`src/rtl/core/dls_pkg.sv`:
```
// Shared types, codes and helpers for the door lock sequencer.
// No dependencies; imported by the top level and its checker.
`timescale 1ns / 1ps
`default_nettype none

package dls_pkg;

    localparam int CMD_W    = 3;
    localparam int ERR_W    = 2;
    localparam int SIG_W    = 4;
    localparam int MS_W     = 16;
    localparam int STATE_W  = 3;
    localparam int DOOR_W   = 2;
    localparam int CFG_IDX_W = 3;

    // Commands carried by an input item.
    localparam logic [CMD_W-1:0] CMD_OPEN_SAFE   = 3'd0;
    localparam logic [CMD_W-1:0] CMD_OPEN_UNSAFE = 3'd1;
    localparam logic [CMD_W-1:0] CMD_CLOSE       = 3'd2;
    localparam logic [CMD_W-1:0] CMD_TIMEOUT     = 3'd3;
    localparam logic [CMD_W-1:0] CMD_SENSOR      = 3'd4;

    // Error codes.
    localparam logic [ERR_W-1:0] ERR_OK    = 2'd0;
    localparam logic [ERR_W-1:0] ERR_BUSY  = 2'd1;
    localparam logic [ERR_W-1:0] ERR_FAULT = 2'd2;

    // Door states: open*2 + locked.
    localparam logic [DOOR_W-1:0] DS_CLOSED = 2'd0;
    localparam logic [DOOR_W-1:0] DS_LOCKED = 2'd1;
    localparam logic [DOOR_W-1:0] DS_OPEN   = 2'd2;
    localparam logic [DOOR_W-1:0] DS_FAULT  = 2'd3;

    // Signal codes.
    localparam logic [SIG_W-1:0] SG_NONE          = 4'd0;
    localparam logic [SIG_W-1:0] SG_OPENING       = 4'd1;
    localparam logic [SIG_W-1:0] SG_UNLOCKED      = 4'd2;
    localparam logic [SIG_W-1:0] SG_OPENED        = 4'd3;
    localparam logic [SIG_W-1:0] SG_NO_ENTRY      = 4'd4;
    localparam logic [SIG_W-1:0] SG_ERROR_OPENING = 4'd5;
    localparam logic [SIG_W-1:0] SG_WAIT_CLOSED   = 4'd6;
    localparam logic [SIG_W-1:0] SG_LOCKING       = 4'd7;
    localparam logic [SIG_W-1:0] SG_LOCKED        = 4'd8;
    localparam logic [SIG_W-1:0] SG_CLOSE_TIMEOUT = 4'd9;
    localparam logic [SIG_W-1:0] SG_MAN_LOCKED    = 4'd10;
    localparam logic [SIG_W-1:0] SG_MAN_UNLOCKED  = 4'd11;
    localparam logic [SIG_W-1:0] SG_ERROR_LOCKING = 4'd12;

    // Configuration register indexes.
    localparam logic [CFG_IDX_W-1:0] REG_BUTTON_PRESS = 3'd0;
    localparam logic [CFG_IDX_W-1:0] REG_ENGAGE_BOLT  = 3'd1;
    localparam logic [CFG_IDX_W-1:0] REG_DISENGAGE    = 3'd2;
    localparam logic [CFG_IDX_W-1:0] REG_USER_OPEN    = 3'd3;
    localparam logic [CFG_IDX_W-1:0] REG_USER_CLOSE   = 3'd4;
    localparam logic [CFG_IDX_W-1:0] REG_INIT_DOOR    = 3'd5;

    // Register reset values.
    localparam logic [MS_W-1:0]   RST_BUTTON_PRESS = 16'd100;
    localparam logic [MS_W-1:0]   RST_ENGAGE_BOLT  = 16'd20000;
    localparam logic [MS_W-1:0]   RST_DISENGAGE    = 16'd20000;
    localparam logic [MS_W-1:0]   RST_USER_OPEN    = 16'd60000;
    localparam logic [MS_W-1:0]   RST_USER_CLOSE   = 16'd30000;
    localparam logic [DOOR_W-1:0] RST_INIT_DOOR    = DS_LOCKED;

    // Controller states, one-hot.
    typedef enum logic [6:0] {
        ST_IDLE          = 7'b0000001,
        ST_INIT_OPEN     = 7'b0000010,
        ST_WAIT_UNLOCKED = 7'b0000100,
        ST_WAIT_OPEN     = 7'b0001000,
        ST_WAIT_CLOSED   = 7'b0010000,
        ST_INIT_LOCK     = 7'b0100000,
        ST_WAIT_LOCKED   = 7'b1000000
    } t_ctrl_state;

    // Numeric state code as seen on the result item; idle is zero.
    function automatic logic [STATE_W-1:0] state_code(input t_ctrl_state s);
        logic [STATE_W-1:0] c;
        case (s)
            ST_IDLE:          c = 3'd0;
            ST_INIT_OPEN:     c = 3'd1;
            ST_WAIT_UNLOCKED: c = 3'd2;
            ST_WAIT_OPEN:     c = 3'd3;
            ST_WAIT_CLOSED:   c = 3'd4;
            ST_INIT_LOCK:     c = 3'd5;
            ST_WAIT_LOCKED:   c = 3'd6;
            default:          c = 3'd0;
        endcase
        return c;
    endfunction

endpackage

`default_nettype wire

```
`src/rtl/core/door_lock_sequencer_unit.sv`:
```
// Door lock sequencer: the whole block in one module.
// Depends on dls_pkg for codes, the state type and the state encoding.
//
// Usage: commands arrive on the input channel (i_in_valid, o_in_stall) and each
// item yields exactly one result item on the output channel (o_out_valid,
// i_out_stall). An item is accepted into an input register; the transition
// logic then runs on it and the result, together with the updated
// controller state, lands in the result register once that register can
// advance. One item per cycle is sustained while the receiver does not stall;
// the controller and door state feed back through the combinational
// transition logic.
// When the receiver stalls, the result register holds; the input register
// still takes one more item, after which o_in_stall rises until the result
// is taken.
// Configuration is a separate write channel that is always ready; writing the
// initial door state index loads the stored door state; no register keeps it.
// Synchronous active-low reset empties both registers, puts the controller in
// idle, releases both buttons, clears the unsafe flag, restores the register
// defaults and loads the door state with the default initial door state.
`timescale 1ns / 1ps
`default_nettype none

module door_lock_sequencer_unit (
    input  wire logic                          i_clk,
    input  wire logic                          i_rst_n,
    // Input channel
    input  wire logic                          i_in_valid,
    output logic                               o_in_stall,
    input  wire logic [dls_pkg::CMD_W-1:0]     i_command,
    input  wire logic                          i_lock_sensed,
    input  wire logic                          i_open_sensed,
    // Result channel
    output logic                               o_out_valid,
    input  wire logic                          i_out_stall,
    output logic [dls_pkg::ERR_W-1:0]          o_error_code,
    output logic [dls_pkg::SIG_W-1:0]          o_signal_code,
    output logic                               o_trigger_open,
    output logic                               o_trigger_close,
    output logic                               o_timer_load,
    output logic [dls_pkg::MS_W-1:0]           o_timeout_ms,
    output logic [dls_pkg::STATE_W-1:0]        o_controller_state,
    output logic [dls_pkg::DOOR_W-1:0]         o_door_now,
    // Configuration write channel
    input  wire logic                          i_cfg_valid,
    output logic                               o_cfg_ready,
    input  wire logic [dls_pkg::CFG_IDX_W-1:0] i_cfg_index,
    input  wire logic [dls_pkg::MS_W-1:0]      i_cfg_data
);
    import dls_pkg::*;

    // Configuration registers
    logic [MS_W-1:0]   r_button_press_ms;
    logic [MS_W-1:0]   r_engage_bolt_ms;
    logic [MS_W-1:0]   r_disengage_bolt_ms;
    logic [MS_W-1:0]   r_user_open_ms;
    logic [MS_W-1:0]   r_user_close_ms;

    // Controller state
    t_ctrl_state       r_ctrl;
    logic [DOOR_W-1:0] r_door;
    logic              r_unsafe;
    logic              r_open_btn;
    logic              r_close_btn;

    // Input register
    logic              r_s1_valid;
    logic [CMD_W-1:0]  r_s1_cmd;
    logic              r_s1_lock;
    logic              r_s1_open;

    // Result register
    logic              r_out_valid;
    logic [ERR_W-1:0]  r_err;
    logic [SIG_W-1:0]  r_sig;
    logic              r_trig_open;
    logic              r_trig_close;
    logic              r_load;
    logic [MS_W-1:0]   r_tmo;
    logic [STATE_W-1:0] r_state_code;
    logic [DOOR_W-1:0] r_door_now;

    // Next values from the transition logic
    t_ctrl_state       n_ctrl;
    logic [DOOR_W-1:0] n_door;
    logic              n_unsafe;
    logic              n_open_btn;
    logic              n_close_btn;
    logic [ERR_W-1:0]  n_err;
    logic [SIG_W-1:0]  n_sig;
    logic              n_load;
    logic [MS_W-1:0]   n_tmo;

    logic              advance;
    logic              fire;
    logic              cfg_we;
    logic              do_enter;
    t_ctrl_state       enter_st;
    logic [DOOR_W-1:0] sensed_door;

    assign advance     = !r_out_valid || !i_out_stall;
    assign fire        = r_s1_valid && advance;
    assign o_in_stall  = r_s1_valid && !advance;
    assign o_cfg_ready = 1'b1;
    assign cfg_we      = i_cfg_valid && o_cfg_ready;
    assign sensed_door = {r_s1_open, r_s1_lock};

    always_comb begin
        n_ctrl      = r_ctrl;
        n_door      = r_door;
        n_unsafe    = r_unsafe;
        n_open_btn  = r_open_btn;
        n_close_btn = r_close_btn;
        n_err       = ERR_OK;
        n_sig       = SG_NONE;
        n_load      = 1'b0;
        n_tmo       = '0;
        do_enter    = 1'b0;
        enter_st    = ST_IDLE;

        case (r_s1_cmd)
            CMD_OPEN_SAFE, CMD_OPEN_UNSAFE: begin
                if (r_ctrl != ST_IDLE) begin
                    n_err = ERR_BUSY;
                end else begin
                    n_unsafe = (r_s1_cmd == CMD_OPEN_UNSAFE);
                    if (r_door == DS_LOCKED) begin
                        do_enter = 1'b1;
                        enter_st = ST_INIT_OPEN;
                    end else if (r_door == DS_FAULT) begin
                        n_err = ERR_FAULT;
                    end
                end
            end
            CMD_CLOSE: begin
                if (r_ctrl != ST_IDLE) begin
                    n_err = ERR_BUSY;
                end else if (r_door == DS_OPEN) begin
                    do_enter = 1'b1;
                    enter_st = ST_WAIT_CLOSED;
                end else if (r_door == DS_CLOSED) begin
                    do_enter = 1'b1;
                    enter_st = ST_INIT_LOCK;
                end else if (r_door == DS_FAULT) begin
                    n_err = ERR_FAULT;
                end
            end
            CMD_TIMEOUT: begin
                case (r_ctrl)
                    ST_INIT_OPEN: begin
                        do_enter = 1'b1;
                        enter_st = ST_WAIT_UNLOCKED;
                    end
                    ST_WAIT_UNLOCKED: begin
                        n_sig    = SG_ERROR_OPENING;
                        do_enter = 1'b1;
                        enter_st = ST_IDLE;
                    end
                    ST_WAIT_OPEN: begin
                        n_sig    = SG_NO_ENTRY;
                        do_enter = 1'b1;
                        enter_st = ST_INIT_LOCK;
                    end
                    ST_WAIT_CLOSED: begin
                        n_sig    = SG_CLOSE_TIMEOUT;
                        do_enter = 1'b1;
                        enter_st = ST_IDLE;
                    end
                    ST_INIT_LOCK: begin
                        do_enter = 1'b1;
                        enter_st = ST_WAIT_LOCKED;
                    end
                    ST_WAIT_LOCKED: begin
                        n_sig    = SG_ERROR_LOCKING;
                        do_enter = 1'b1;
                        enter_st = ST_IDLE;
                    end
                    default: begin
                    end
                endcase
            end
            CMD_SENSOR: begin
                // A sensor item that repeats the stored door state is ignored.
                if (sensed_door != r_door) begin
                    n_door = sensed_door;
                    case (r_ctrl)
                        ST_IDLE: begin
                            if (sensed_door == DS_LOCKED) begin
                                n_sig = SG_MAN_LOCKED;
                            end
                            if (r_door == DS_LOCKED) begin
                                n_sig = SG_MAN_UNLOCKED;
                            end
                        end
                        ST_WAIT_UNLOCKED: begin
                            if (sensed_door == DS_CLOSED) begin
                                n_sig    = SG_UNLOCKED;
                                do_enter = 1'b1;
                                enter_st = r_unsafe ? ST_IDLE : ST_WAIT_OPEN;
                            end
                        end
                        ST_WAIT_OPEN: begin
                            if (sensed_door == DS_OPEN) begin
                                n_sig    = SG_OPENED;
                                do_enter = 1'b1;
                                enter_st = ST_IDLE;
                            end
                        end
                        ST_WAIT_CLOSED: begin
                            if (sensed_door == DS_CLOSED) begin
                                n_sig    = SG_LOCKING;
                                do_enter = 1'b1;
                                enter_st = ST_INIT_LOCK;
                            end
                        end
                        ST_WAIT_LOCKED: begin
                            if (sensed_door == DS_LOCKED) begin
                                n_sig    = SG_LOCKED;
                                do_enter = 1'b1;
                                enter_st = ST_IDLE;
                            end
                        end
                        default: begin
                        end
                    endcase
                end
            end
            default: begin
            end
        endcase

        // Every state entry reloads the timer; the signals set here never
        // collide with one set above, as those paths lead elsewhere.
        if (do_enter) begin
            n_ctrl = enter_st;
            n_load = 1'b1;
            case (enter_st)
                ST_IDLE: begin
                    n_open_btn  = 1'b0;
                    n_close_btn = 1'b0;
                    n_unsafe    = 1'b0;
                    n_tmo       = '0;
                end
                ST_INIT_OPEN: begin
                    n_open_btn = 1'b1;
                    n_tmo      = r_button_press_ms;
                    n_sig      = SG_OPENING;
                end
                ST_WAIT_UNLOCKED: begin
                    n_open_btn = 1'b0;
                    n_tmo      = r_disengage_bolt_ms;
                end
                ST_WAIT_OPEN: begin
                    n_tmo = r_user_open_ms;
                end
                ST_WAIT_CLOSED: begin
                    n_tmo = r_user_close_ms;
                    n_sig = SG_WAIT_CLOSED;
                end
                ST_INIT_LOCK: begin
                    n_close_btn = 1'b1;
                    n_tmo       = r_button_press_ms;
                end
                default: begin
                    n_close_btn = 1'b0;
                    n_tmo       = r_engage_bolt_ms;
                end
            endcase
        end
    end

    // Configuration registers; the initial door state goes straight into
    // the stored door state below.
    always_ff @(posedge i_clk) begin
        if (!i_rst_n) begin
            r_button_press_ms   <= RST_BUTTON_PRESS;
            r_engage_bolt_ms    <= RST_ENGAGE_BOLT;
            r_disengage_bolt_ms <= RST_DISENGAGE;
            r_user_open_ms      <= RST_USER_OPEN;
            r_user_close_ms     <= RST_USER_CLOSE;
        end else if (cfg_we) begin
            case (i_cfg_index)
                REG_BUTTON_PRESS: r_button_press_ms   <= i_cfg_data;
                REG_ENGAGE_BOLT:  r_engage_bolt_ms    <= i_cfg_data;
                REG_DISENGAGE:    r_disengage_bolt_ms <= i_cfg_data;
                REG_USER_OPEN:    r_user_open_ms      <= i_cfg_data;
                REG_USER_CLOSE:   r_user_close_ms     <= i_cfg_data;
                default: begin
                end
            endcase
        end
    end

    // Controller state
    always_ff @(posedge i_clk) begin
        if (!i_rst_n) begin
            r_ctrl      <= ST_IDLE;
            r_door      <= RST_INIT_DOOR;
            r_unsafe    <= 1'b0;
            r_open_btn  <= 1'b0;
            r_close_btn <= 1'b0;
        end else begin
            if (fire) begin
                r_ctrl      <= n_ctrl;
                r_unsafe    <= n_unsafe;
                r_open_btn  <= n_open_btn;
                r_close_btn <= n_close_btn;
            end
            if (cfg_we && i_cfg_index == REG_INIT_DOOR) begin
                r_door <= i_cfg_data[DOOR_W-1:0];
            end else if (fire) begin
                r_door <= n_door;
            end
        end
    end

    // Input register
    always_ff @(posedge i_clk) begin
        if (!i_rst_n) begin
            r_s1_valid <= 1'b0;
        end else if (!o_in_stall) begin
            r_s1_valid <= i_in_valid;
        end
    end

    always_ff @(posedge i_clk) begin
        if (i_in_valid && !o_in_stall) begin
            r_s1_cmd  <= i_command;
            r_s1_lock <= i_lock_sensed;
            r_s1_open <= i_open_sensed;
        end
    end

    // Result register
    always_ff @(posedge i_clk) begin
        if (!i_rst_n) begin
            r_out_valid <= 1'b0;
        end else if (advance) begin
            r_out_valid <= r_s1_valid;
        end
    end

    always_ff @(posedge i_clk) begin
        if (fire) begin
            r_err        <= n_err;
            r_sig        <= n_sig;
            r_trig_open  <= n_open_btn;
            r_trig_close <= n_close_btn;
            r_load       <= n_load;
            r_tmo        <= n_tmo;
            r_state_code <= state_code(n_ctrl);
            r_door_now   <= n_door;
        end
    end

    assign o_out_valid        = r_out_valid;
    assign o_error_code       = r_err;
    assign o_signal_code      = r_sig;
    assign o_trigger_open     = r_trig_open;
    assign o_trigger_close    = r_trig_close;
    assign o_timer_load       = r_load;
    assign o_timeout_ms       = r_tmo;
    assign o_controller_state = r_state_code;
    assign o_door_now         = r_door_now;

endmodule

`default_nettype wire

```
`config.mk`:
```
export PLATFORM = sky130hd
export DESIGN_NAME = door_lock_sequencer_unit
export DESIGN_NICKNAME = d
export VERILOG_FILES = /design/src/rtl/core/dls_pkg.sv /design/src/rtl/core/door_lock_sequencer_unit.sv
export SDC_FILE = /design/constraint.sdc
export NUM_CORES = 1
export LEC_CHECK = 0
export ABC_AREA = 1
export BUFFER_PORTS_ARGS = -buffer_cell sky130_fd_sc_hd__buf_2
export CAP_MARGIN = 20
export CORE_AREA = 2 2 104 106
export CTS_CLUSTER_DIAMETER = 150
export DETAILED_ROUTE_END_ITERATION = 10
export DIE_AREA = 0 0 106 108
export PLACE_DENSITY = 0.83
export SLEW_MARGIN = 20
export SYNTH_ARGS = -nofsm -noshare
export SYNTH_HDL_FRONTEND = slang
export SYNTH_SLANG_ARGS = --single-unit
export TNS_END_PERCENT = 5
```
`constraint.sdc`:
```
create_clock -name i_clk -period 4.2 [get_ports i_clk]
set_input_delay 0.63 -clock i_clk [delete_from_list [all_inputs] [get_ports i_clk]]
set_output_delay 0.63 -clock i_clk [all_outputs]
set_load 0.01 [all_outputs]
```
# Yosys cells after proc, flatten, opt, wreduce, memory -nomap -nowiden
# Index checks and enable logic that the tools add are counted.
# word_totals
ff_bits,129
input_bits,29
out_inout_bits,33
word_cells,142
# classes
eq_ne,35
mux,59
n_reduce_logical,25
# op_table
op,count
$pmux 16 s5,1
$mux 6,5
$mux 2,14
$mux 4,7
$pmux 7 s4,1
$eq 7x2->1 const B,3
$eq 7x3->1 const B,3
$eq 7x4->1 const B,3
$eq 7x5->1 const B,3
$eq 7x6->1 const B,3
$pmux 7 s3,1
$pmux 4 s5,1
$pmux 3 s6,1
$mux 1,17
$pmux 4 s2,2
$pmux 4 s4,1
$eq 7x1->1 const B,2
$eq 7x7->1 const B,2
$eq 3x2->1 const B,4
$pmux 6 s2,1
$reduce_and 2->1,5
$eq 3x3->1 const B,3
$reduce_or 2->1,4
$mux 7,1
other kinds (18),31

# Logic depth before layout (Yosys ltp)
# logic_depth
depth_word,9
depth_mapped,16
depth_no_buf,16

# Least setup slack after synthesis
# OpenSTA, ideal clock, no wires.
# synth_timing
kind,input port to flip-flop
from,input port i_out_stall
to,register r_ctrl[0]
setup_ns,0.129
arrival_ns,3.103
t_required_ns,4.071
slack_ns,0.968
path_stages,7
n_path_buf,1
cell_sequence,nand2_1 > inv_1 > nor2_1 > inv_1 > clkbuf_1 > a21oi_1 > o21ai_0
# synth_between
elab_chain_len,3
# synth_rtl
item,line_no,rtl
"start, declared",door_lock_sequencer_unit.sv:34,"input wire logic i_out_stall,"
$logic_not 1->1,door_lock_sequencer_unit.sv:100,assign advance = !r_out_valid || !i_out_stall;
$logic_or 1x1->1,door_lock_sequencer_unit.sv:100,
$logic_and 1x1->1,door_lock_sequencer_unit.sv:101,assign fire = r_s1_valid && advance;
named net fire,door_lock_sequencer_unit.sv:94,logic fire;
"end signal, assigned",door_lock_sequencer_unit.sv:303,r_ctrl <= n_ctrl;
"end, declared",door_lock_sequencer_unit.sv:59,t_ctrl_state r_ctrl;
# The timed path passes the listed nets, and every way through them passes these cells.
# A chain may end at the register's enable or synchronous reset.

# Final worst setup path
# layout_timing
from,register r_s1_cmd[2]
to,register r_tmo[9] (netlist: o_timeout_ms[9]) (data pin)
# layout_between
elab_chain_len,6
elab_cells_between_ends,16
cone_classes,10 x eq/ne; 3 x mux; 3 x reduce/logical
# layout_rtl
item,line_no,rtl
"start, declared",door_lock_sequencer_unit.sv:67,logic [CMD_W-1:0] r_s1_cmd;
"start signal, assigned",door_lock_sequencer_unit.sv:327,r_s1_cmd <= i_command;
$eq 3x1->1 or $logic_not 3->1 (tied branches),door_lock_sequencer_unit.sv:120,case (r_s1_cmd)
$reduce_or 2->1,door_lock_sequencer_unit.sv:120,
$pmux 7 s4,door_lock_sequencer_unit.sv:120,
$eq 7x6->1 or $eq 7x2->1 (tied branches),door_lock_sequencer_unit.sv:236,case (enter_st)
$reduce_or 2->1 (no source line),-,
$pmux 16 s5,door_lock_sequencer_unit.sv:236,
"end signal, assigned",door_lock_sequencer_unit.sv:349,r_tmo <= n_tmo;
"end, declared",door_lock_sequencer_unit.sv:78,logic [MS_W-1:0] r_tmo;
# Several ways; a longest one is shown, not always the timed one.

==> metrics.csv <==
metric,value,unit
status,"finished, final reports clean",
ys_ff_latch,129,
synthAdderAreaFrac,0,%
leakagePower,3.057,nW
place_inst,911,
clk_path_buf_depth,2,
cts_sinks,129,
cp_num_buf_inv,2,
hold_buffers,0,
layout_min_cycle_time,2515,ps
critPathMaxStageDelay,610,ps
synth_seq_area_share,50.47,%
cts_setup_buffers,0,
cellPowerDensity,448.9,nW/um^2
cts_resized,0,
antenna_found_initial,0,
synth_area_per_cell,7.895,um^2
slew_viol_final,0,
clockRootBuffer,clkbuf_8,
clkTransAtPathRegs,60,ps
startpoint,r_s1_cmd[2]$_DFFE_PP_,
vias,5254,
final.fill_count,832,
grt.overflow.total,0,
wl_per_cell,15.84,um
die_w,106,um
route.antenna.remaining_nets,0,
synth_compound_area_share,17.38,%
fin_ws,1685,ps
cp_common_cell,nor3_2,
fin_tns_setup,0,ps
first_global_vias,5162,
dieArea,11450,um^2
path_class,flip-flop to flip-flop,
gp_congestion,0.9214,
start_util,56.79,%
cp-start-kind,flip-flop,
first_iter_violations,515,
end_kind,flip-flop,
clk_latency,520,ps
slew_headroom,48.44,%
reg2reg_to,o_timeout_ms[9]$_SDFFCE_PP0P_,
post_dp_cell_area,6230,um^2
cts_buffers,17,
clock_skew,6.338,ps
cap_violations,0,
path_depth,8,
worstMarginPinSlew,772.5,ps
rsz0062_at_grt,no,
synth_top_family_by_area,simple AND/OR/NAND/NOR gates,
cpLargestDelayFamily,simple AND/OR/NAND/NOR gates,
path_cells,inv_2 > nor3_2 > nand2_1 > nor3_2 > a21oi_1 > o211ai_1 > o21ai_0 > inv_1,
setup_viol,0,
final_util,66.47,%
drive_above_1_share,17.22,%
fmax,397.7,MHz
grt_max_degree,82,
worst-r2r-cell-count,8,
synth_area,5811,um^2
ios,62,
crit_fanout,11,
cts_tree,yes,
r2r_start,r_s1_cmd[2]$_DFFE_PP_,
drt_wl_total,14930,um
grtUsageTotal,27.47,%
final_hold_viol_count,0,
place_hpwl,10120,um
max-vdd-ir-drop,0.2832,mV
htree_levels,4,
crit_end,o_timeout_ms[9]$_SDFFCE_PP0P_,
final_cell_count_no_fill,943,
final_area,6800,um^2
drcViolationCount,0,
worstPathRequired,4590,ps
dr.pass1.iters,5,
yosys.area_share.xor_xnor,0.1507,%
slowest_stage,nor3_2,
yosysUniqueCellTypes,33,
preCtsSetupSlack,1766,ps
synthMuxAreaShare,0,%
grt_pass1_wl,24470,um
synth-simple-area-share,23.75,%
synth_warnings,0,
netlist_instances,736,
area_delta_synth_final,17.03,%
vias_per_cell,5.572,
die_height,108,um
coreArea,10230,um^2
reg2reg_slack,1690,ps
port-buffer-count,60,
post-route-period-util,59.87,%
min_path_type,primary input to flip-flop,
num_rows,37,
critPathArrivalTime,2910,ps
nNetsFinal,823,
synth_nets,765,
n_antenna_cell,0,
[placed cells by master, fill, tap and decap left out, drive strengths merged]
| cell type | instances |
|---|---|
| buf | 67 |
| a21boi | 1 |
| dfxtp | 94 |
| nand4 | 11 |
| a32o | 2 |
| conb | 1 |
| a31oi | 1 |
| xnor2 | 1 |
| nand2 | 136 |
| nor4 | 1 |
| o21ai | 78 |
| a22oi | 4 |
| clkbuf | 22 |
| bufinv | 2 |
| clkinvlp | 3 |
| nand3 | 40 |
| clkinv | 4 |
| inv | 98 |
| nor3b | 1 |
| o211ai | 25 |
| o22ai | 9 |
| edfxtp | 35 |
| a21oi | 50 |
| nor3 | 5 |
| nor2 | 109 |
| o2111ai | 7 |
[flip-flops by register name, summed over array words and instances (netlist names), 2 cells and up]
signal               count
r_disengage_bolt_ms     16
r_engage_bolt_ms        16
o_timeout_ms            16
r_user_open_ms          16
r_ctrl                   7
r_s1_cmd                 3
r_button_press_ms       16
o_error_code             2
r_user_close_ms         16
o_door_now               2
r_door                   2
o_signal_code            4
o_controller_state       3
[synth_stat cells (all sizes together)]
cell type,number,area (um^2)
nand2,136,568.0
nor2,109,446.7
buf,3,17.52
o211ai,25,187.7
o22ai,9,56.30
edfxtp,35,1051
clkbuf,25,93.84
a21boi,1,7.510
nor4,1,6.260
inv,97,364.1
conb,1,3.750
a31oi,1,6.260
nand3,40,225.2
o21ai,78,390.4
nand4,11,75.07
o2111ai,7,61.31
dfxtp,94,1882
a32o,2,20.02
a21oi,50,250.2
xnor2,1,8.760
a22oi,4,30.03
nor3b,1,12.51
nor3,5,46.30
[per-stage QoR]
step	hold WS [ps]	total power, mW
2_1_floorplan	423.6	1.576
3_3_place_gp	439.0	1.658
3_5_place_dp	442.7	1.669
4_1_cts	275.0	3.056
5_1_grt	281.8	3.158
6_report	286.7	3.052
[power breakdown]
group | total [mW] | switching [mW] | internal (mW)
Clock | 1.40 | 0.518 | 0.886
Sequential | 1.36 | 0.0276 | 1.33
Combinational | 0.287 | 0.199 | 0.0883
[routing by layer]
| layer | track usage [%] | share of wire, % |
|---|---|---|
| met1 | 32.53 | 41 |
| met2 | 47.93 | 51 |
| met3 | 5.365 | 5.5 |
| met4 | 13.72 | 3.0 |
| met5 | 0 | 0 |
[final cells by class]
type                            count  area (um^2)  area share (%)
Clock inverter                     10        107.6           1.582
Sequential cell                   129         2933           43.13
Multi-Input combinational cell    482         2410           35.44
Clock buffer                       22        462.9           6.808
Inverter                           97        364.1           5.354
Tap cell                          136        170.2           2.502
Timing Repair Buffer               67        352.8           5.189
[how the worst min path moves through the flow]
stage | start | end | slack [ps] | depth (start not counted)
floorplan | r_engage_bolt_ms[9]$_SDFFE_PN1P_ | r_engage_bolt_ms[9]$_SDFFE_PN1P_ | 420 | 2
global placement | r_user_open_ms[9]$_SDFFE_PN1P_ | r_user_open_ms[9]$_SDFFE_PN1P_ | 440 | 2
detailed placement | r_button_press_ms[5]$_SDFFE_PN1P_ | r_button_press_ms[5]$_SDFFE_PN1P_ | 440 | 2
CTS | i_command[0] | r_s1_cmd[0]$_DFFE_PP_ | 280 | 1
global route | i_lock_sensed | r_s1_lock$_DFFE_PP_ | 280 | 1
finish | i_command[0] | r_s1_cmd[0]$_DFFE_PP_ | 290 | 1
[cells by family after synthesis]
group / count (synthesis)
AO/OA/AOI/OAI: 177
XOR/XNOR: 1
buffers and inverters: 125
flip-flops: 129
other: 1
AND/OR/NAND/NOR: 303
Note: power is estimated with default switching activity, not from simulation.
